[src/rtl/tlbli_pkg.sv]
// ----------------------------------------------------------------------------
// tlbli_pkg: shared types and constants of the translation lookaside buffer
// Command codes, controller states and the command and status groups that
// join the controller and the datapath.
// ----------------------------------------------------------------------------
package tlbli_pkg;

   // Width of the access right field.
   localparam int ACCESS_BITS = 2;

   // Request command codes.
   typedef enum logic [1:0] {
      CMD_LOOKUP = 2'd0,
      CMD_INSERT = 2'd1,
      CMD_FLUSH  = 2'd2,
      CMD_NOP    = 2'd3
   } tlbli_cmd_type;

   // Controller states.
   typedef enum logic {
      ST_IDLE,
      ST_SCAN
   } tlbli_state_type;

   // Commands from the controller to the datapath.
   typedef struct packed {
      logic load;       // capture the request and restart the scan
      logic scan;       // issue the next entry read
      logic write_hit;  // rewrite the matching entry with the new frame
      logic append;     // write a new entry at the fill position
      logic flush;      // empty the table
      logic respond;    // present a response next cycle
      logic rsp_hit;    // the response reports a hit
      logic rsp_drop;   // the response reports a dropped insert
   } tlbli_ctrl_type;

   // Status from the datapath to the controller.
   typedef struct packed {
      tlbli_cmd_type cmd;  // captured command
      logic match;         // entry under compare matches the request
      logic scan_end;      // all filled entries compared, none in flight
      logic full;          // every entry is filled
   } tlbli_stat_type;

endpackage

[src/rtl/tlbli_dpath.sv]
// ----------------------------------------------------------------------------
// tlbli_dpath: datapath of the translation lookaside buffer
// Holds the entry memory, the fill count, the scan address and compare stage,
// and the response registers.
// ----------------------------------------------------------------------------
module tlbli_dpath
   import tlbli_pkg::*;
#(
   parameter int TLB_ENTRIES = 256,
   parameter int PAGE_BITS   = 8,
   parameter int FRAME_BITS  = 7
) (
   input  logic                  clock,
   input  logic                  reset,
   input  logic [1:0]            req_cmd,
   input  logic [PAGE_BITS-1:0]  req_page_number,
   input  logic [ACCESS_BITS-1:0] req_access,
   input  logic [FRAME_BITS-1:0] req_frame_in,
   input  tlbli_ctrl_type        ctrl,
   output tlbli_stat_type        stat,
   output logic                  rsp_valid,
   output logic                  rsp_hit,
   output logic [FRAME_BITS-1:0] rsp_frame_found,
   output logic                  rsp_status
);

   localparam int IDX_W   = $clog2(TLB_ENTRIES);
   localparam int CNT_W   = $clog2(TLB_ENTRIES + 1);
   localparam int ENTRY_W = ACCESS_BITS + PAGE_BITS + FRAME_BITS;

   // Entry memory: {right, page, frame}.
   logic [ENTRY_W-1:0] mem [TLB_ENTRIES];

   tlbli_cmd_type          cmd_ff;
   logic [PAGE_BITS-1:0]   page_ff;
   logic [ACCESS_BITS-1:0] access_ff;
   logic [FRAME_BITS-1:0]  frame_ff;

   logic [CNT_W-1:0]   fill_ff;
   logic [CNT_W-1:0]   rd_idx_ff;
   logic [CNT_W-1:0]   rd_idx_in;
   logic [IDX_W-1:0]   cmp_idx_ff;
   logic               rvalid_ff;
   logic               rvalid_in;
   logic [ENTRY_W-1:0] rdata_ff;

   logic                   issue;
   logic [PAGE_BITS-1:0]   ent_page;
   logic [ACCESS_BITS-1:0] ent_right;
   logic [FRAME_BITS-1:0]  ent_frame;
   logic                   right_ok;
   logic                   wr_en;
   logic [IDX_W-1:0]       wr_addr;

   logic                  rsp_valid_ff;
   logic                  rsp_hit_ff;
   logic [FRAME_BITS-1:0] rsp_frame_ff;
   logic                  rsp_status_ff;

   // Capture of the accepted transaction.
   always_ff @(posedge clock) begin
      if (ctrl.load) begin
         cmd_ff    <= tlbli_cmd_type'(req_cmd);
         page_ff   <= req_page_number;
         access_ff <= req_access;
         frame_ff  <= req_frame_in;
      end
   end

   // Scan address: one entry read issued per cycle while the controller scans, until the fill count.
   assign issue     = ctrl.scan && (rd_idx_ff < fill_ff);
   assign rvalid_in = issue;
   always_comb begin
      rd_idx_in = rd_idx_ff;
      if (ctrl.load) begin
         rd_idx_in = '0;
      end else if (issue) begin
         rd_idx_in = rd_idx_ff + 1'b1;
      end
   end

   always_ff @(posedge clock) begin
      if (reset) begin
         rd_idx_ff <= '0;
         rvalid_ff <= 1'b0;
      end else begin
         rd_idx_ff <= rd_idx_in;
         rvalid_ff <= rvalid_in && !ctrl.load;
      end
   end

   always_ff @(posedge clock) begin
      if (issue) begin
         cmp_idx_ff <= rd_idx_ff[IDX_W-1:0];
      end
   end

   // Memory write: an update rewrites the matching entry, an append the next one.
   assign wr_en   = ctrl.write_hit || ctrl.append;
   assign wr_addr = ctrl.write_hit ? cmp_idx_ff : fill_ff[IDX_W-1:0];

   always_ff @(posedge clock) begin
      if (wr_en) begin
         mem[wr_addr] <= {access_ff, page_ff, frame_ff};
      end
   end

   // Memory read with registered data.
   always_ff @(posedge clock) begin
      rdata_ff <= mem[rd_idx_ff[IDX_W-1:0]];
   end

   // Fill count.
   always_ff @(posedge clock) begin
      if (reset) begin
         fill_ff <= '0;
      end else if (ctrl.flush) begin
         fill_ff <= '0;
      end else if (ctrl.append) begin
         fill_ff <= fill_ff + 1'b1;
      end
   end

   // Compare stage: lookups accept an equal or higher right, inserts need an equal one.
   assign ent_frame = rdata_ff[FRAME_BITS-1:0];
   assign ent_page  = rdata_ff[FRAME_BITS +: PAGE_BITS];
   assign ent_right = rdata_ff[FRAME_BITS+PAGE_BITS +: ACCESS_BITS];
   assign right_ok  = (cmd_ff == CMD_LOOKUP) ? (ent_right >= access_ff)
                                             : (ent_right == access_ff);

   always_comb begin
      stat.cmd      = cmd_ff;
      stat.match    = rvalid_ff && (ent_page == page_ff) && right_ok;
      stat.scan_end = !rvalid_ff && (rd_idx_ff == fill_ff);
      stat.full     = (fill_ff == CNT_W'(TLB_ENTRIES));
   end

   // Response registers: the strobe lasts exactly one cycle.
   always_ff @(posedge clock) begin
      if (reset) begin
         rsp_valid_ff  <= 1'b0;
         rsp_hit_ff    <= 1'b0;
         rsp_status_ff <= 1'b0;
      end else begin
         rsp_valid_ff  <= ctrl.respond;
         rsp_hit_ff    <= ctrl.respond && ctrl.rsp_hit;
         rsp_status_ff <= ctrl.respond && ctrl.rsp_drop;
      end
   end

   always_ff @(posedge clock) begin
      rsp_frame_ff <= (ctrl.respond && ctrl.rsp_hit) ? ent_frame : '0;
   end

   assign rsp_valid       = rsp_valid_ff;
   assign rsp_hit         = rsp_hit_ff;
   assign rsp_frame_found = rsp_frame_ff;
   assign rsp_status      = rsp_status_ff;

endmodule

[config.mk]
export PLATFORM = sky130hd
export DESIGN_NAME = tlbli_dpath
export DESIGN_NICKNAME = d
export VERILOG_FILES = /design/src/rtl/tlbli_pkg.sv /design/src/rtl/tlbli_dpath.sv
export SDC_FILE = /design/constraint.sdc
export NUM_CORES = 2
export LEC_CHECK = 0
export BUFFER_PORTS_ARGS = -buffer_cell sky130_fd_sc_hd__buf_2
export CORE_MARGIN = 4
export CORE_UTILIZATION = 43
export DETAILED_ROUTE_END_ITERATION = 10
export RECOVER_POWER = 25
export SLEW_MARGIN = 20
export SYNTH_ARGS = -nofsm -noshare
export SYNTH_HDL_FRONTEND = slang
export SYNTH_MEMORY_MAX_BITS = 65536
export SYNTH_SLANG_ARGS = --single-unit
[constraint.sdc]
create_clock -name clock -period 6.3 [get_ports clock]
set_input_delay 1.26 -clock clock [delete_from_list [all_inputs] [get_ports clock]]
set_output_delay 1.26 -clock clock [all_outputs]
set_load 0.02 [all_outputs]
**Word level (Yosys, flattened, before mapping)**

Memory sizes are Yosys's and may differ from the RTL's. A register that Yosys moved wholly into a read port is not among the register bits.
Cells that the tools add are included.

- Output and inout port bits: 15
- Bits in writable memories: 4352
- Bits in registers: 56
- Bits of input ports: 29
- Word-level logic and storage cells: 38
- Memories kept: 1

- Order comparisons: 2
- Eq/ne operators: 4
- Mux-type cells: 4
- $add $sub $neg: 2
- Reductions and logical operators: 13

Memories:

| name | words | bits a word | read ports | clocked after Yosys merged registers in | wr ports | line | RTL |
|---|---|---|---|---|---|---|---|
| mem | 256 | 17 | 1 | 1 | 1 | tlbli_dpath.sv:32 | `logic [ENTRY_W-1:0] mem [TLB_ENTRIES];` |

Operators by type and width:

| kind | number |
|---|---|
| 9-bit by 1-bit adder with 9-bit output (second input constant) | 2 |
| 9-bit == test | 1 |
| 9-bit == test (second input constant) | 1 |
| 9-bit < comparator | 1 |
| 8-bit == test | 1 |
| 8-bit 2-to-1 mux | 1 |
| 1-bit logical AND | 7 |
| 2-bit OR reduction | 2 |
| 1-bit 2-to-1 mux | 3 |
| 2-bit == test | 1 |
| 2-bit >= comparator | 1 |
| 1-bit zero test | 2 |
| 2-bit zero test | 1 |
| 1-bit logical OR | 1 |

**Longest topological paths before layout**

- Depth in word-level cells: 3
- Mapped depth: 16
- Gate-level depth less buffers: 10

**Least setup slack after synthesis**

Ideal clock, no wire load.

- Path type: reg2out
- Start: register page_ff[3]
- End: output port stat[2] (netlist name)
- Buffers on the path: 0
- Arrival: 4262 ps
- Cell stages (with the launch flop): 5
- Path slack: 778 ps
- Required time: 5040 ps
- Path through: edfxtp_1 xor2_1 nor4_1 nand4_1 a21oi_1

RTL lines:

| item | line | RTL |
|---|---|---|
| start: declaration | tlbli_dpath.sv:35 | `logic [PAGE_BITS-1:0] page_ff;` |
| start signal: assignment | tlbli_dpath.sv:64 | `page_ff <= req_page_number;` |
| end: declaration | tlbli_dpath.sv:20 | `output tlbli_stat_type stat,` |

==> parameters.txt <==
Parameter                              Value

Timing
  Number of endpoints with negative hold slack in the final report    0
  Worst slew margin relative to its limit    -225%
  Setup TNS Final    0 ps
  Clk_skew    between 60 and 70 ps
  Final period demand of the worst path    roughly 5800 ps
  Unrepaired setup endpoints after global routing    false
  Final count of negative-setup-slack endpoints    0
  Number of max-slew violations in the final report    1754
  Final period utilization    92.4%
  Timing-limited maximum frequency    around 170 MHz
  Transition time at the pin with the least slew margin    roughly 5000 ps

Logic synthesis
  Synth Cell Area    between 150000 and 200000 µm²
  Fraction of registers with async set or reset after synthesis    0%
  Cell variety after synth    71
  Proportion of synthesized chip area in sequential cells    between 70% and 80%
  Cell count after synthesis    7538
  Number of register bits inferred by synthesis    between 4000 and 5000
  Net count after synthesis    7581
  EDFF count, synth    roughly 4400
  Dominant register cell in the synthesized netlist    sky130_fd_sc_hd__edfxtp_1
  Synthesized area per cell    between 20 and 25 µm²
  Number of warning messages in the yosys log    0

Route
  Remaining routing DRC violations    0
  DR WL/cell    ~36 µm
  First-pass iteration count of the detailed router    10
  Violation count after the first detailed-route iteration    approximately 12000
  Antenna violation net count after detailed routing    0
  Detailed Route WL    roughly 480000 µm
  Avg Vias per Cell    6.20
  Via count of the routed design    about 83000

Layout
  Post-Route Utilization    about 50%
  Share of cells above drive strength 1    between 20 and 30%
  Final Net Count    7915
  Area Overhead vs Synth    12.8%
  Number of filler cells placed in the layout    between 30000 and 40000

Floorplan
  Die width    ~640 µm
  Area of the core region    393000 µm²
  Row count    between 200 and 250
  Starting Density    a little over two fifths
  Top-level port count    44
  Area enclosed by the die boundary    between 400000 and 500000 µm²
  Die extent in y    approximately 640 µm

Clocking
  CTS clk-pin slew, worst paths    60 ps
  Bufs on Longest Clock Path    4
  H-tree depth reported by CTS    5
  Total clock buffers created by CTS    429
  CTS sink count    about 4400
  Number of buffers added for setup after CTS    0
  Number of hold buffers added after CTS    0
  Post-cts resize count    0
  Clock Latency Late Sink    1000 ps
  Root buffer cell    sky130_fd_sc_hd__clkbuf_16
  CTS tree    done

Global routing
  Number of antenna violations at the first check in global routing    22
  Global routing met2 resource utilization    ~36%
  Sum of overflow across all layers after global routing    0
  Number of global-route vias before repair    around 82000
  Global-route wire length before repair    between 600000 and 700000 µm
  Total GRT Usage    23.4%
  Met3 Use GR    4.24%
  M1 GR Usage    about a third
  Largest net degree at the start of global routing    201
  Gr busiest metal    met2

Pwr
  Final Total Pwr    around 60 mW
  Pwr dens    around 310 nW/µm²
  Largest vdd supply drop    about 0.25 mV
  Leakage power of the design    approximately 57 nW

Run status
  Result of the run    finished, violations left
  Violated checks    capacitance limit, slew limit

Setup path
  Required time of the critical path    ~7000 ps
  Slowest stage delay, CP    2120 ps
  Cells along the critical path    buf_4 > buf_4 > o221ai_1 > a21oi_1 > nand2_1 > o21ai_1 > o21ai_1 > a22oi_1 > o31ai_1
  Buffers and inverters on the worst path    2
  Worst-case register-to-register setup slack    480 ps
  Cell class contributing the biggest share of worst-path delay    compound AO/OA/AOI/OAI gates
  Launching element of the worst setup path    rd_idx_ff[4]
  Max FO, Critical Path    30
  Launching point of the worst reg2reg path    rd_idx_ff[4]
  Critical Path Sink Type    flop
  Nature of the critical path startpoint    flop
  Depth of the worst register-to-register path    9
  Capture point of the worst path    rdata_ff[9]
  Worst Path Arrival    approximately 6600 ps
  Number of logic stages on the critical path including buffering    9
  Cell type of the slowest stage on the worst timing path    sky130_fd_sc_hd__dfxtp_1
  Reg-to-reg critical path endpoint    rdata_ff[9]
  Setup CP Type    reg2reg

Hold path
  Min-Delay Path Class    in2reg
  Worst hold stages    1

Placement
  RePlAce Congestion    around 0.86
  Count of buffers inserted at the top-level ports    43
  Detailed-placement wirelength estimate    approximately 280000 µm

Flow run
  Max Cap Viol    20
## logic make-up (layout without fill, tap and decap cells)
| logic type | count (synthesis) | after routing | synth area share (%) |
|---|---|---|---|
| xor gates and xnor gates | 14 | 14 | 0.0720 |
| DFF | 4425 | 4425 | 77.8 |
| AOI/OAI and AO/OA | 637 | 637 | 2.57 |
| buffers and inverters | 452 | 1153 | 1.69 |
| other | 0 | 6 | 0 |
| muxes | 1401 | 1401 | 16.3 |
| adders and majority gates | 14 | 14 | 0.103 |
| and+or+nand+nor | 595 | 595 | 1.47 |
## report_power, final
part | leakage [nW] | internal (mW) | switching, mW | total (mW)
clock network | 6.91 | 15.1 | 11.1 | 26.1
registers | 39.8 | 32.7 | 0.0306 | 32.7
logic | 10.6 | 0.270 | 1.22 | 1.49
## placed cells by master, fill, tap and decap left out, types with 40 or more instances in the layout
master                      netlist  routed
sky130_fd_sc_hd__a21oi_1        140     140
sky130_fd_sc_hd__a221oi_1        83      83
sky130_fd_sc_hd__a22oi_1         83      83
sky130_fd_sc_hd__buf_12          12      40
sky130_fd_sc_hd__buf_4           41     229
sky130_fd_sc_hd__bufinv_16        0      55
sky130_fd_sc_hd__clkbuf_1       158     102
sky130_fd_sc_hd__clkbuf_16        0     442
sky130_fd_sc_hd__clkinv_1         2     109
sky130_fd_sc_hd__clkinv_2         0      76
sky130_fd_sc_hd__dfxtp_1         46      41
sky130_fd_sc_hd__edfxtp_1      4379    4379
sky130_fd_sc_hd__mux2i_1        290     290
sky130_fd_sc_hd__mux4_2        1095    1095
sky130_fd_sc_hd__nand2_1        141     122
sky130_fd_sc_hd__nor2_1         334      97
sky130_fd_sc_hd__nor2_2           0     218
sky130_fd_sc_hd__o21ai_0         93      92
## metrics by stage
stage	std cells	cell area (µm²)	worst slack, ps	hold WS (ps)
floorplan	7538	170000	778	429
global placement	12700	178000	1290	506
detailed placement	12700	178000	1300	507
CTS	13500	192000	1180	376
global route	13500	192000	521	415
finish	13500	192000	480	446
## worst min path at each step
stage / to / startpoint / slack, ps
2_1_floorplan: cmp_idx_ff[3] / rd_idx_ff[3] / 430
3_3_place_gp: cmp_idx_ff[7] / rd_idx_ff[7] / 510
3_5_place_dp: cmp_idx_ff[7] / rd_idx_ff[7] / 510
4_1_cts: frame_ff[6] / req_frame_in[6] / 380
5_1_grt: frame_ff[6] / req_frame_in[6] / 410
6_report: frame_ff[6] / req_frame_in[6] / 450
## metal layers
| metal | share of wire, % | vias to the layer above |
|---|---|---|
| met3 | 9.7 | 841 |
| met4 | 4.1 | 8 |
| met1 | 40 | 45100 |
| met5 | 0.010 | - |
| met2 | 46 | 4662 |
| li1 | - | 32800 |
## cell usage after synthesis, drive strengths merged (9+ instances only)
master   number  area [µm²]
edfxtp     4379      131000
mux4       1095       24700
nor2        334        1250
mux2i       290        2900
buf         271        2190
clkbuf      158         593
nand2       141         529
a21oi       140         701
o21ai       112         561
a221oi       85         757
a22oi        83         623
dfxtp        46         921
o22ai        39         244
o221ai       37         324
nand3        31         155
a211oi       29         218
inv          21        78.8
mux2         16         180
ha           14         175
and3         13        81.3
nor3         12        60.1
o211ai       12        90.1
o2111ai      11        96.3
o32ai        11        96.3
a21o         10        75.1
nor2b        10        62.6
or3          10        62.6
and2          9        56.3
nand2b        9        56.3
## final cells by class
class / instances / area [µm²] / area share [%]
diodes: 6 / 15.0 / 0.00782
clock inverters: 272 / 2830 / 1.47
inverters: 23 / 100 / 0.0522
repair buffers: 332 / 2840 / 1.48
well taps: 5220 / 6530 / 3.40
multi-input cells: 2661 / 35800 / 18.7
clock buffers: 526 / 11400 / 5.93
flip-flops and latches: 4425 / 132000 / 69.0
## registers in the layout (all words and copies together) (netlist names)
| name | count |
|---|---|
| access_ff | 2 |
| cmd_ff | 2 |
| cmp_idx_ff | 8 |
| fill_ff | 9 |
| frame_ff | 7 |
| mem | 4352 |
| page_ff | 8 |
| rd_idx_ff | 9 |
| rdata_ff | 17 |
| rsp_frame_found | 7 |
| rsp_hit | 1 |
| rsp_status | 1 |
| rsp_valid | 1 |
| rvalid_ff | 1 |
Power figures use the tool's default switching activity.
