==> src/rtl/tlbli_pkg.sv <==
// ----------------------------------------------------------------------------
// tlbli_pkg: shared types and constants of the translation lookaside buffer
// Command codes, controller states and the command and status groups that
// join the controller and the datapath.
// ----------------------------------------------------------------------------
package tlbli_pkg;

   // Width of the access right field.
   localparam int ACCESS_BITS = 2;

   // Request command codes.
   typedef enum logic [1:0] {
      CMD_LOOKUP = 2'd0,
      CMD_INSERT = 2'd1,
      CMD_FLUSH  = 2'd2,
      CMD_NOP    = 2'd3
   } tlbli_cmd_type;

   // Controller states.
   typedef enum logic {
      ST_IDLE,
      ST_SCAN
   } tlbli_state_type;

   // Commands from the controller to the datapath.
   typedef struct packed {
      logic load;       // capture the request and restart the scan
      logic scan;       // issue the next entry read
      logic write_hit;  // rewrite the matching entry with the new frame
      logic append;     // write a new entry at the fill position
      logic flush;      // empty the table
      logic respond;    // present a response next cycle
      logic rsp_hit;    // the response reports a hit
      logic rsp_drop;   // the response reports a dropped insert
   } tlbli_ctrl_type;

   // Status from the datapath to the controller.
   typedef struct packed {
      tlbli_cmd_type cmd;  // captured command
      logic match;         // entry under compare matches the request
      logic scan_end;      // all filled entries compared, none in flight
      logic full;          // every entry is filled
   } tlbli_stat_type;

endpackage

==> src/rtl/tlbli_ctrl.sv <==
// ----------------------------------------------------------------------------
// tlbli_ctrl: controller of the translation lookaside buffer
// Accepts a transaction, steers the entry scan and decides the outcome once
// a match is found or the filled entries are exhausted.
// ----------------------------------------------------------------------------
module tlbli_ctrl
   import tlbli_pkg::*;
(
   input  logic           clock,
   input  logic           reset,
   input  logic           start,
   output logic           busy,
   input  tlbli_stat_type stat,
   output tlbli_ctrl_type ctrl
);

   tlbli_state_type state_ff;
   tlbli_state_type state_in;

   // State register.
   always_ff @(posedge clock) begin
      if (reset) begin
         state_ff <= ST_IDLE;
      end else begin
         state_ff <= state_in;
      end
   end

   // Next state: lookups and inserts finish when the scan yields an outcome, other commands without a scan.
   always_comb begin
      state_in = state_ff;
      case (state_ff)
         ST_IDLE: begin
            if (start) begin
               state_in = ST_SCAN;
            end
         end
         ST_SCAN: begin
            case (stat.cmd)
               CMD_LOOKUP, CMD_INSERT: begin
                  if (stat.match || stat.scan_end) begin
                     state_in = ST_IDLE;
                  end
               end
               default: begin
                  state_in = ST_IDLE;
               end
            endcase
         end
         default: begin
            state_in = ST_IDLE;
         end
      endcase
   end

   // Outputs to the datapath.
   always_comb begin
      ctrl = '0;
      busy = (state_ff != ST_IDLE);
      case (state_ff)
         ST_IDLE: begin
            ctrl.load = start;
         end
         ST_SCAN: begin
            case (stat.cmd)
               CMD_LOOKUP: begin
                  if (stat.match) begin
                     ctrl.respond = 1'b1;
                     ctrl.rsp_hit = 1'b1;
                  end else if (stat.scan_end) begin
                     ctrl.respond = 1'b1;
                  end else begin
                     ctrl.scan = 1'b1;
                  end
               end
               CMD_INSERT: begin
                  if (stat.match) begin
                     ctrl.write_hit = 1'b1;
                     ctrl.respond   = 1'b1;
                  end else if (stat.scan_end) begin
                     ctrl.respond  = 1'b1;
                     ctrl.rsp_drop = stat.full;
                     ctrl.append   = !stat.full;
                  end else begin
                     ctrl.scan = 1'b1;
                  end
               end
               CMD_FLUSH: begin
                  ctrl.flush   = 1'b1;
                  ctrl.respond = 1'b1;
               end
               default: begin
                  ctrl.respond = 1'b1;
               end
            endcase
         end
         default: begin
            ctrl = '0;
         end
      endcase
   end

endmodule

==> config.mk <==
export PLATFORM = sky130hd
export DESIGN_NAME = tlbli_ctrl
export DESIGN_NICKNAME = d
export VERILOG_FILES = /design/src/rtl/tlbli_pkg.sv /design/src/rtl/tlbli_ctrl.sv
export SDC_FILE = /design/constraint.sdc
export NUM_CORES = 1
export LEC_CHECK = 0
export BUFFER_PORTS_ARGS = -buffer_cell sky130_fd_sc_hd__buf_2
export CORE_AREA = 5 5 42 44
export DETAILED_ROUTE_END_ITERATION = 10
export DIE_AREA = 0 0 47 49
export SLEW_MARGIN = 25
export SYNTH_ARGS = -nofsm -noshare
export SYNTH_HDL_FRONTEND = slang
export SYNTH_SLANG_ARGS = --single-unit
==> constraint.sdc <==
create_clock -name clock -period 0.82 [get_ports clock]
set_input_delay 0.082 -clock clock [delete_from_list [all_inputs] [get_ports clock]]
set_output_delay 0.082 -clock clock [all_outputs]
set_load 0.01 [all_outputs]
* After elaboration in Yosys (flattened, before gate mapping)
Cells that the tools add are included.
** Storage, ports and cells
- Register bits :: 1
- Latch bits :: 0
- Bits in writable memories :: 0
- Memory bits (read-only) :: 0
- Input bits :: 8
- Output and inout bits :: 9
- Word-level logic and storage cells :: 29
- Memories :: 0
** Cells by class
- $add $sub $neg :: 0
- Multiply operators :: 0
- Divide/modulo/power cells :: 0
- Magnitude comparators :: 0
- Eq/ne operators :: 2
- Shift-type cells :: 0
- Mux-type cells :: 21
- Bitwise operators :: 1
- Reductions and logical operators :: 4
** Operator list (count)
- two-way mux 1 bit :: 18
- two-way mux 7 bit :: 1
- equality test 2 x 1 -> 1 bit, second input constant :: 1
- equality test 2 bit, second input constant :: 1
- zero test 2 bit :: 1
- two-way mux 2 bit :: 1
- case mux 1 bit (2 select lines) :: 1
- OR reduction 2 bit :: 1
- zero test 1 bit :: 1
- logical OR 1 bit :: 1
- inverter 1 bit :: 1

* Logic depth before layout (Yosys ltp)
Gate-level depths: netlist of the first run.
- Depth in word-level cells :: 5
- Depth in mapped cells :: 2
- Depth with buffers taken out :: 2

* Worst setup path before layout of the first run
No wires, ideal clock.
- Path type :: reg2out
- From :: register state_ff (netlist: busy)
- To :: output port ctrl[1] in the netlist's numbering
- Data arrival time :: 928 ps
- Required time :: 738 ps
- Path slack :: -190 ps
- Stages on the path, launching flop included :: 2
- Buffers on the path :: 0
- Path through :: dfxtp_1 -> nor4bb_1
** RTL lines
- start, declared :: line tlbli_ctrl.sv:17 : tlbli_state_type state_ff;
- start signal, assigned :: line tlbli_ctrl.sv:25 : state_ff <= state_in;
- end, declared :: line tlbli_ctrl.sv:14 : output tlbli_ctrl_type ctrl

==> metrics.md, run 1 <==
| Metric | Value |
|---|---|
| Outcome | `finished with violations` |
| Failing checks | `negative setup slack` |
| Largest net degree at the start of global routing | `8` |
| Vias/cell | `3.85` |
| Worst rel slew slack | `83.6%` |
| Residual DRC | `0` |
| # setup viols final | `4` |
| Worst min-delay path class | `primary input to flop` |
| Fin. max-slew vios | `0` |
| GPL Wtd Cong | `0.705` |
| GR Overflow Total | `0` |
| Worst EP required | `0.74 ns` |
| Startpoint Class | `primary input` |
| Vias in the first global route | `180` |
| Starting density of the core | `10.6%` |
| Nets | `40` |
| Internal power | `0.000115 W` |
| Least-Margin Pin Slew | `0.245 ns` |
| Final hold violations | `0` |
| Vias | `177` |
| Setup slack after layout | `-0.0580 ns` |
| Number of antenna-violating nets in the routed design | `0` |
| Worst hold slack | `0.322 ns` |
| Top fanout value on the critical path | `4` |
| Combinational share of power | `65.3%` |
| Sequential area share after synthesis | `13.4%` |
| Worst-Skew Late Latency | `0 ns` |
| Pre-CTS setup slack | `-0.107 ns` |
| Sw Ratio | `30.5%` |
| DRT Wirelength | `486 µm` |
| Mapped Area | `149 µm²` |
| Total number of yosys warnings | `0` |
| Flops & latches, synth | `1` |
| CP arrival | `0.80 ns` |
| CTS Hold Buffers Added | `0` |
| Clock Skews | `0 ns` |
| Total chip power | `0.000166 W` |
| Area Growth Syn to Fin | `106%` |
| VDD IR max | `0.264 mV` |
| Setup TNS | `-0.163 ns` |
| RSZ-0062 raised after global routing | `yes` |
| All-layer global routing usage | `4.78%` |
| Clock network power share | `0%` |
| Min cycle time layout | `0.878 ns` |
| Layout cells sized above 1 | `83.3%` |
| Core Util, Final | `21.9%` |
| Nature of the critical path endpoint | `output pin` |
| Initial antenna violation count | `0` |
| Most frequent cells in the layout | `14 x buf_2, 2 x buf_4` |
| Largest register FFs | `1` |
| First-pass GRT wire length | `869 µm` |
| Final Cycle Share | `107%` |
| Core area | `1400 µm²` |
| N_diodes | `0` |
| Synthesized instance count | `11` |
| Yosys cell types | `11` |
| Maximum clock frequency | `1140 MHz` |
| IO Port Bufs | `16` |
| DRT iter0 DRCs | `0` |
| # Post-CTS Setup Buffers | `0` |
| PD cells | `542 nW/µm²` |
| DIE WIDTH | `47 µm` |
| WS Path Type | `primary input to output pin` |
| IO Pins | `17` |
| Worst-path clk slew | `0 ns` |
| Reg power frac | `34.7%` |
| Mean post-synth cell area | `13.5 µm²` |
| Fillers | `159` |
| Switching power | `0.0000507 W` |
| Row cnt | `14` |
| Die Span Y | `49 µm` |
| DIE AREA | `2300 µm²` |
| Initial DRT Pass Iterations | `1` |
| Avg WL per Cell | `10.6 µm` |
| Max Cap Viol | `0` |
| Commonest non-fill, non-tap cell in the layout | `buf_2` |
| Synthesized net count | `19` |
| Pleak | `0.171 nW` |
## critical path, cell delays in order
cell and delay [ns]:
buf_8 0.10, nand3b_4 0.16, nor4bb_4 0.28, buf_2 0.17
## cells in the mapped netlist
master,number,area [µm²]
and3b_1,1,8.76
and4b_1,1,10.0
dfxtp_1,1,20.0
nand3b_4,1,20.0
nor2b_1,1,6.26
nor4b_2,1,15.0
nor4b_4,1,23.8
nor4bb_1,1,10.0
nor4bb_2,1,16.3
o21ba_1,1,10.0
o31a_1,1,8.76
## cell families after synthesis
kind of cell | count (synthesis) | share of synthesized area, %
and+or+nand+nor | 8 | 74.0
AOI/OAI and AO/OA | 2 | 12.6
DFF | 1 | 13.4
## stage by stage
step                      instance area [µm²]  cells
after floorplan                           159     11
after global placement                    282     46
after detailed placement                  282     46
after CTS                                 300     46
after global routing                      307     46
final                                     307     46
## power groups by stage
stage	logic (W)	clock network (W)	registers, W
floorplan	0.0000347	0	0.0000577
global placement	0.0000975	0	0.0000566
detailed placement	0.0000981	0	0.0000568
CTS	0.000107	0	0.0000572
global route	0.000119	0	0.0000590
finish	0.000109	0	0.0000576
## layer usage
| metal | vias up | GRT usage [%] | share of wire (%) |
|---|---|---|---|
| met4 | 0 | 0 | 0 |
| met3 | 0 | 0.738 | 25 |
| li1 | 88 | - | - |
| met1 | 72 | 8.52 | 50 |
| met2 | 17 | 6.11 | 25 |
| met5 | - | 0 | 0 |
## path summary, 6_finish.rpt
| kind | from | end | slack (ns) | cells after the start |
|---|---|---|---|---|
| setup / recovery | stat[4] | ctrl[0] | -0.06 | 4 |
| hold / removal | reset | busy | 0.32 | 2 |
| setup reg to reg | busy | busy | 0.01 | 2 |
| hold reg to reg | busy | busy | 0.65 | 2 |
## area by class of cell
cell class / count / area [µm²] / area share [%]
multi-input cells: 10 / 144 / 46.9
well taps: 16 / 20.0 / 6.53
repair buffers: 19 / 119 / 38.8
flip-flops and latches: 1 / 23.8 / 7.76
## repair_timing
| item | 4_1_cts | 5_1_grt |
|---|---|---|
| setup endpoints to repair | 6 | 8 |
| gates resized for setup | 4 | 2 |
| pin swaps | 1 | 2 |
No activity file was read; power rests on OpenSTA's default activity.
==> run 2, diff against run 1 <==
--- a/config.mk
+++ b/config.mk
@@ -10,4 +10,5 @@
 export DETAILED_ROUTE_END_ITERATION = 10
 export DIE_AREA = 0 0 47 49
+export SETUP_SLACK_MARGIN = 0.02
 export SLEW_MARGIN = 25
 export SYNTH_ARGS = -nofsm -noshare
==> constraint.sdc (replaced) <==
create_clock -name clock -period 0.82 [get_ports clock]
set_input_delay 0.123 -clock clock [delete_from_list [all_inputs] [get_ports clock]]
set_output_delay 0.123 -clock clock [all_outputs]
set_load 0.01 [all_outputs]
==> run 2 against run 1 <==
The run still ends with negative setup slack left. Worst hold slack improved by 0.041 ns. Utilization is 4.6 points higher. Combinational power rose by 37%. Total power increased by 24%. Sequential power barely moved. Final area grew 21%. Critical path depth did not move. Global-route usage increased by 0.84 points. Clock skew is the same. Register-to-register slack barely moved. Largest cell class is now non-clock buffers. Highest routed layer unchanged.
==> metrics.md, run 2 (synthesized netlist as in run 1, its figures left out) <==
| Metric | Value |
|---|---|
| Largest register FFs | `1 (unchanged)` |
| Top fanout value on the critical path | `3 (-1)` |
| DIE WIDTH | `47 µm (unchanged)` |
| Fin. max-slew vios | `0 (unchanged)` |
| Final hold violations | `0 (unchanged)` |
| Row cnt | `14 (unchanged)` |
| Max Cap Viol | `0 (unchanged)` |
| Clock Skews | `0 ns (unchanged)` |
| Initial DRT Pass Iterations | `1 (unchanged)` |
| Placed Instances | `47 (+2.2%)` |
| R2R depth | `3 (+1)` |
| Most frequent cells in the layout | `11 x buf_2, 5 x buf_4, 4 x buf_6, 2 x nor4bb_4, 2 x clkbuf_4` |
| DRT iter0 DRCs | `0 (unchanged)` |
| Pleak | `0.206 nW (+21%)` |
| All-layer global routing usage | `5.62% (+0.84 points)` |
| Worst rel slew slack | `84.7% (+1.1 points)` |
| Worst-path clk slew | `0 ns (unchanged)` |
| Failing checks | `negative setup slack` |
| Min cycle time layout | `0.975 ns (+0.0971 ns)` |
| CP arrival | `0.85 ns (+0.05 ns)` |
| Critical path, cell by cell | `buf_8 > nand3b_4 > nor4bb_4 > buf_2` |
| Maximum clock frequency | `1030 MHz (-10%)` |
| Critical R2R Capture | `busy` |
| GR Overflow Total | `0 (unchanged)` |
| Worst min-delay path class | `primary input to flop` |
| R2R setup slack | `0 ns (about the same)` |
| Vias | `197 (+11%)` |
| Final Cycle Share | `119% (+12 points)` |
| Worst-Skew Late Latency | `0 ns (unchanged)` |
| Slowest stage delay, CP | `0.29 ns (about the same)` |
| First-pass GRT wire length | `993 µm (+14%)` |
| Largest delay contributor family on the critical path | `simple AND/OR/NAND/NOR gates` |
| Startpoint Class | `primary input` |
| Die Span Y | `49 µm (unchanged)` |
| DRT Wirelength | `627 µm (+29%)` |
| Setup crit end | `ctrl[0]` |
| Initial antenna violation count | `0 (unchanged)` |
| Worst path depth | `4 (unchanged)` |
| Total chip power | `0.000207 W (+24%)` |
| Commonest non-fill, non-tap cell in the layout | `buf_2` |
| Core area | `1400 µm² (unchanged)` |
| Vias in the first global route | `200 (+11%)` |
| Nature of the critical path endpoint | `output pin` |
| Number of antenna-violating nets in the routed design | `0 (unchanged)` |
| R2R Path Start | `busy` |
| Starting density of the core | `10.6% (unchanged)` |
| Worst EP required | `0.70 ns (-0.04 ns)` |
| Crit path launch | `stat[4]` |
| Core Util, Final | `26.5% (+4.6 points)` |
| IO Port Bufs | `16 (unchanged)` |
| RSZ-0062 raised after global routing | `yes` |
| WS Path Type | `primary input to output pin` |
| Least-Margin Pin Slew | `0.229 ns (-0.0162 ns)` |
| N_diodes | `0 (unchanged)` |
| Avg WL per Cell | `12.5 µm (+19%)` |
| Fillers | `162 (+1.9%)` |
| IO Pins | `17 (unchanged)` |
| Hpwl dp | `508 µm` |
| DIE AREA | `2300 µm² (unchanged)` |
| Outcome | `finished with violations` |
| Largest net degree at the start of global routing | `8 (unchanged)` |
| Vias/cell | `3.94 (+2.4%)` |
| Residual DRC | `0 (unchanged)` |
| # setup viols final | `9 (+5)` |
| GPL Wtd Cong | `0.720 (+2.2%)` |
| Non-Filler Instances | `50 (+8.7%)` |
| VDD IR max | `0.338 mV (+28%)` |
| Critical path buffers and inverters | `2 (unchanged)` |
| Area Growth Syn to Fin | `150%` |
| PD cells | `556 nW/µm² (+2.6%)` |
| Layout cells sized above 1 | `88.2% (+4.9 points)` |
| Nets | `44 (+10%)` |
| Setup slack after layout | `-0.155 ns (-0.0971 ns)` |
| Worst path slowest cell | `nor4bb_4` |
-- run 2: layout make-up --
cell class	instances	area (µm²)	share of cell area (%)
repair buffers	23	168	45.1
well taps	16	20.0	5.39
flip-flops and latches	1	23.8	6.40
multi-input cells	10	160	43.1
-- run 2: worst min-delay path by stage --
stage	slack [ns]	from	cells after the start	endpoint
3_5_place_dp	0.37	reset	2	busy
3_3_place_gp	0.36	reset	2	busy
6_report	0.36	reset	2	busy
2_1_floorplan	0.27	stat[2]	1	ctrl[0]
5_1_grt	0.39	reset	2	busy
4_1_cts	0.37	reset	2	busy
-- run 2: timing repair --
action / 4_1_cts / 5_1_grt
setup buffers: 1 / 2
gates cloned: 0 / 0
pin swaps: 2 / 3
hold buffers: 0 / 0
resized for setup: 7 / 5
setup endpoints to repair: 9 / 9
-- run 2: worst reg2reg max path, cell delays in order (launching register included) --
cell,delay (ns)
dfxtp_4,0.36
buf_4,0.14
nor2b_4,0.04
o21ba_1,0.17
-- run 2: through the flow --
step | cell area, µm² | hold slack (ns) | setup TNS, ns | setup WS, ns
after global routing | 372 | 0.387 | -0.982 | -0.192
final | 372 | 0.363 | -0.616 | -0.155
after global placement | 307 | 0.361 | -0.850 | -0.178
after floorplan | 176 | 0.271 | -0.0349 | -0.0241
after detailed placement | 307 | 0.365 | -0.854 | -0.203
after CTS | 337 | 0.365 | -0.729 | -0.191
-- run 2: per-layer routing --
| metal | routed length [µm] | vias up | global-route usage (%) |
|---|---|---|---|
| met5 | 0 | - | 0 |
| met4 | 0 | 0 | 0 |
| met3 | 137 | 0 | 2.21 |
| met2 | 215 | 17 | 7.01 |
| met1 | 275 | 83 | 9.39 |
| li1 | - | 97 | - |
-- run 2: where the power goes --
group	internal, W	total [W]	switching [W]
registers	0.0000519	0.0000576	0.00000567
clock network	0	0	0
logic	0.0000925	0.000149	0.0000566
total	0.000144	0.000207	0.0000623
==> run 3, diff against run 2 <==
- CORE_AREA: 5 5 42 44 -> 2 2 39 41
- DIE_AREA: 0 0 47 49 -> 0 0 41 43
==> run 3 against run 2 <==
The flow still finishes with violations (negative setup slack). Critical endpoint unchanged. Register-to-register slack better by 0.02 ns. Die area is 23% lower. Highest routed layer unchanged. Critical path depth unchanged. Combinational power decreased by 23%.
==> metrics.md, run 3 (synthesized netlist as in run 1, its figures left out) <==
| Metric | Value |
|---|---|
| Row cnt | `14 (unchanged)` |
| DIE WIDTH | `41 µm (-13%)` |
| CTS Hold Buffers Added | `0 (unchanged)` |
| R2R depth | `2 (-1)` |
| DIE AREA | `1760 µm² (-23%)` |
| Failing checks | `negative setup slack` |
| Met3 Usage GRT | `2.62% (+0.40 points)` |
| R2R setup slack | `0.02 ns (+0.02 ns)` |
| Nets | `39 (-11%)` |
| Vias in the first global route | `144 (-28%)` |
| Setup slack after layout | `-0.100 ns (+0.0546 ns)` |
| Pleak | `0.173 nW (-16%)` |
| WS Path Type | `primary input to output pin` |
| First-pass GRT wire length | `600 µm (-40%)` |
| Clock Skews | `0 ns (unchanged)` |
| Hpwl dp | `416 µm (-18%)` |
| Core area | `1380 µm² (-1.2%)` |
| Initial DRT Pass Iterations | `1 (unchanged)` |
| Worst EP required | `0.70 ns (about the same)` |
| Slowest stage delay, CP | `0.24 ns (-0.05 ns)` |
| All-layer global routing usage | `4.60% (-1.0 points)` |
| Final Cycle Share | `112% (-6.7 points)` |
| Endpoint, Worst Hold | `busy` |
| PD cells | `546 nW/µm² (-1.8%)` |
| Met1 Use GR | `7.30% (-2.1 points)` |
| Worst-path clk slew | `0 ns (unchanged)` |
| GPL Wtd Cong | `0.514 (-29%)` |
| GR Overflow Total | `0 (unchanged)` |
| Starting density of the core | `10.8% (+0.13 points)` |
| Final hold violations | `0 (unchanged)` |
| Max Cap Viol | `0 (unchanged)` |
| Vias | `175 (-11%)` |
| VDD IR max | `0.280 mV (-17%)` |
| Area of all placed cells without fillers | `317 µm² (-15%)` |
| Most frequent cells in the layout | `13 x buf_2, 2 x nor4bb_4, 2 x buf_6, 2 x buf_4` |
| DRT iter0 DRCs | `0 (unchanged)` |
| # setup viols final | `6 (-3)` |
| RSZ-0062 raised after global routing | `yes` |
| DRT Wirelength | `480 µm (-23%)` |
| Worst hold slack | `0.360 ns (-0.00234 ns)` |
| Area after DPL | `284 µm² (-7.3%)` |
| Critical R2R Capture | `busy` |
| Outcome | `finished with violations` |
| Vias/cell | `3.89 (-1.3%)` |
| Die Span Y | `43 µm (-12%)` |
| Total chip power | `0.000173 W (-16%)` |
| Worst min-delay path class | `primary input to flop` |
| IO Pins | `17 (unchanged)` |
| IO Port Bufs | `16 (unchanged)` |
| Setup TNS | `-0.445 ns (+0.170 ns)` |
| Nature of the critical path endpoint | `output pin` |
| Fin. max-slew vios | `0 (unchanged)` |
| Min cycle time layout | `0.920 ns (-0.0546 ns)` |
| Avg WL per Cell | `10.7 µm (-15%)` |
| Least-Margin Pin Slew | `0.234 ns (+0.00480 ns)` |
| Gr busiest metal | `met1` |
| GR Util met2 | `5.63% (-1.4 points)` |
| Hold Path Stages | `2 (unchanged)` |
| Hold_sp | `reset` |
| Residual DRC | `0 (unchanged)` |
| Core Util, Final | `22.9% (-3.6 points)` |
| CP arrival | `0.80 ns (-0.05 ns)` |
| Initial antenna violation count | `0 (unchanged)` |
| Top fanout value on the critical path | `4 (+1)` |
| Layout cells sized above 1 | `86.2% (-2.0 points)` |
| Area Growth Syn to Fin | `113%` |
| R2R Path Start | `busy` |
| Largest register FFs | `1 (unchanged)` |
| Startpoint Class | `primary input` |
| Commonest non-fill, non-tap cell in the layout | `buf_2` |
| Maximum clock frequency | `1090 MHz (+5.9%)` |
| Critical path, cell by cell | `buf_8 > nand3b_4 > nor4bb_4 > buf_2` |
| Largest net degree at the start of global routing | `8 (unchanged)` |
| Worst path slowest cell | `nor4bb_4` |
| N_diodes | `0 (unchanged)` |
| Worst-Skew Late Latency | `0 ns (unchanged)` |
| Worst rel slew slack | `84.3% (-0.36 points)` |
| Number of antenna-violating nets in the routed design | `0 (unchanged)` |
run 3: cell count changes in the layout (fill, tap and decap cells not counted):
cell,previous run,this run
nor2b_4,1,0
buf_6,4,2
buf_4,5,2
clkbuf_4,2,0
nor2b_2,0,1
buf_2,11,13
run 3: final cells by class:
type,count,area (µm²)
Fill cell,150,1070
Timing Repair Buffer,18,118
Tap cell,16,20.0
Sequential cell,1,23.8
Multi-Input combinational cell,10,155
run 3: what timing repair did:
item | 4_1_cts | 5_1_grt
pin swaps | 2 | 3
endpoints found under the setup margin | 8 | 9
resized for setup | 5 | 4
buffers inserted | 1 | 0
run 3: critical path, delay by kind of cell:
kind | cells | cell delay (ns)
and+or+nand+nor | 2 | 0.40
buffers and inverters | 2 | 0.27
run 3: through the flow:
stage                     worst slack [ns]  std cells
final                               -0.100         45
after global placement              -0.151         44
after detailed placement            -0.154         44
after floorplan                    -0.0241         11
after global routing                -0.160         45
after CTS                           -0.134         45
run 3: routing by layer:
layer  up-vias  wire length, µm
met1        73              216
met4         0                0
met2        17              154
met5         -                0
met3         0              109
li1         85                -
run 3: worst max path at each step:
stage / start / to / cells past startpoint
after floorplan: busy / busy / 2
after global placement: stat[4] / ctrl[0] / 4
after detailed placement: stat[4] / ctrl[0] / 4
after CTS: stat[4] / ctrl[0] / 4
after global routing: stat[4] / ctrl[0] / 4
final: stat[4] / ctrl[0] / 4
run 3: report_power, final:
part           internal [W]  switching (W)
clock network             0              0
registers         0.0000519     0.00000649
logic             0.0000678      0.0000467
total              0.000120      0.0000532
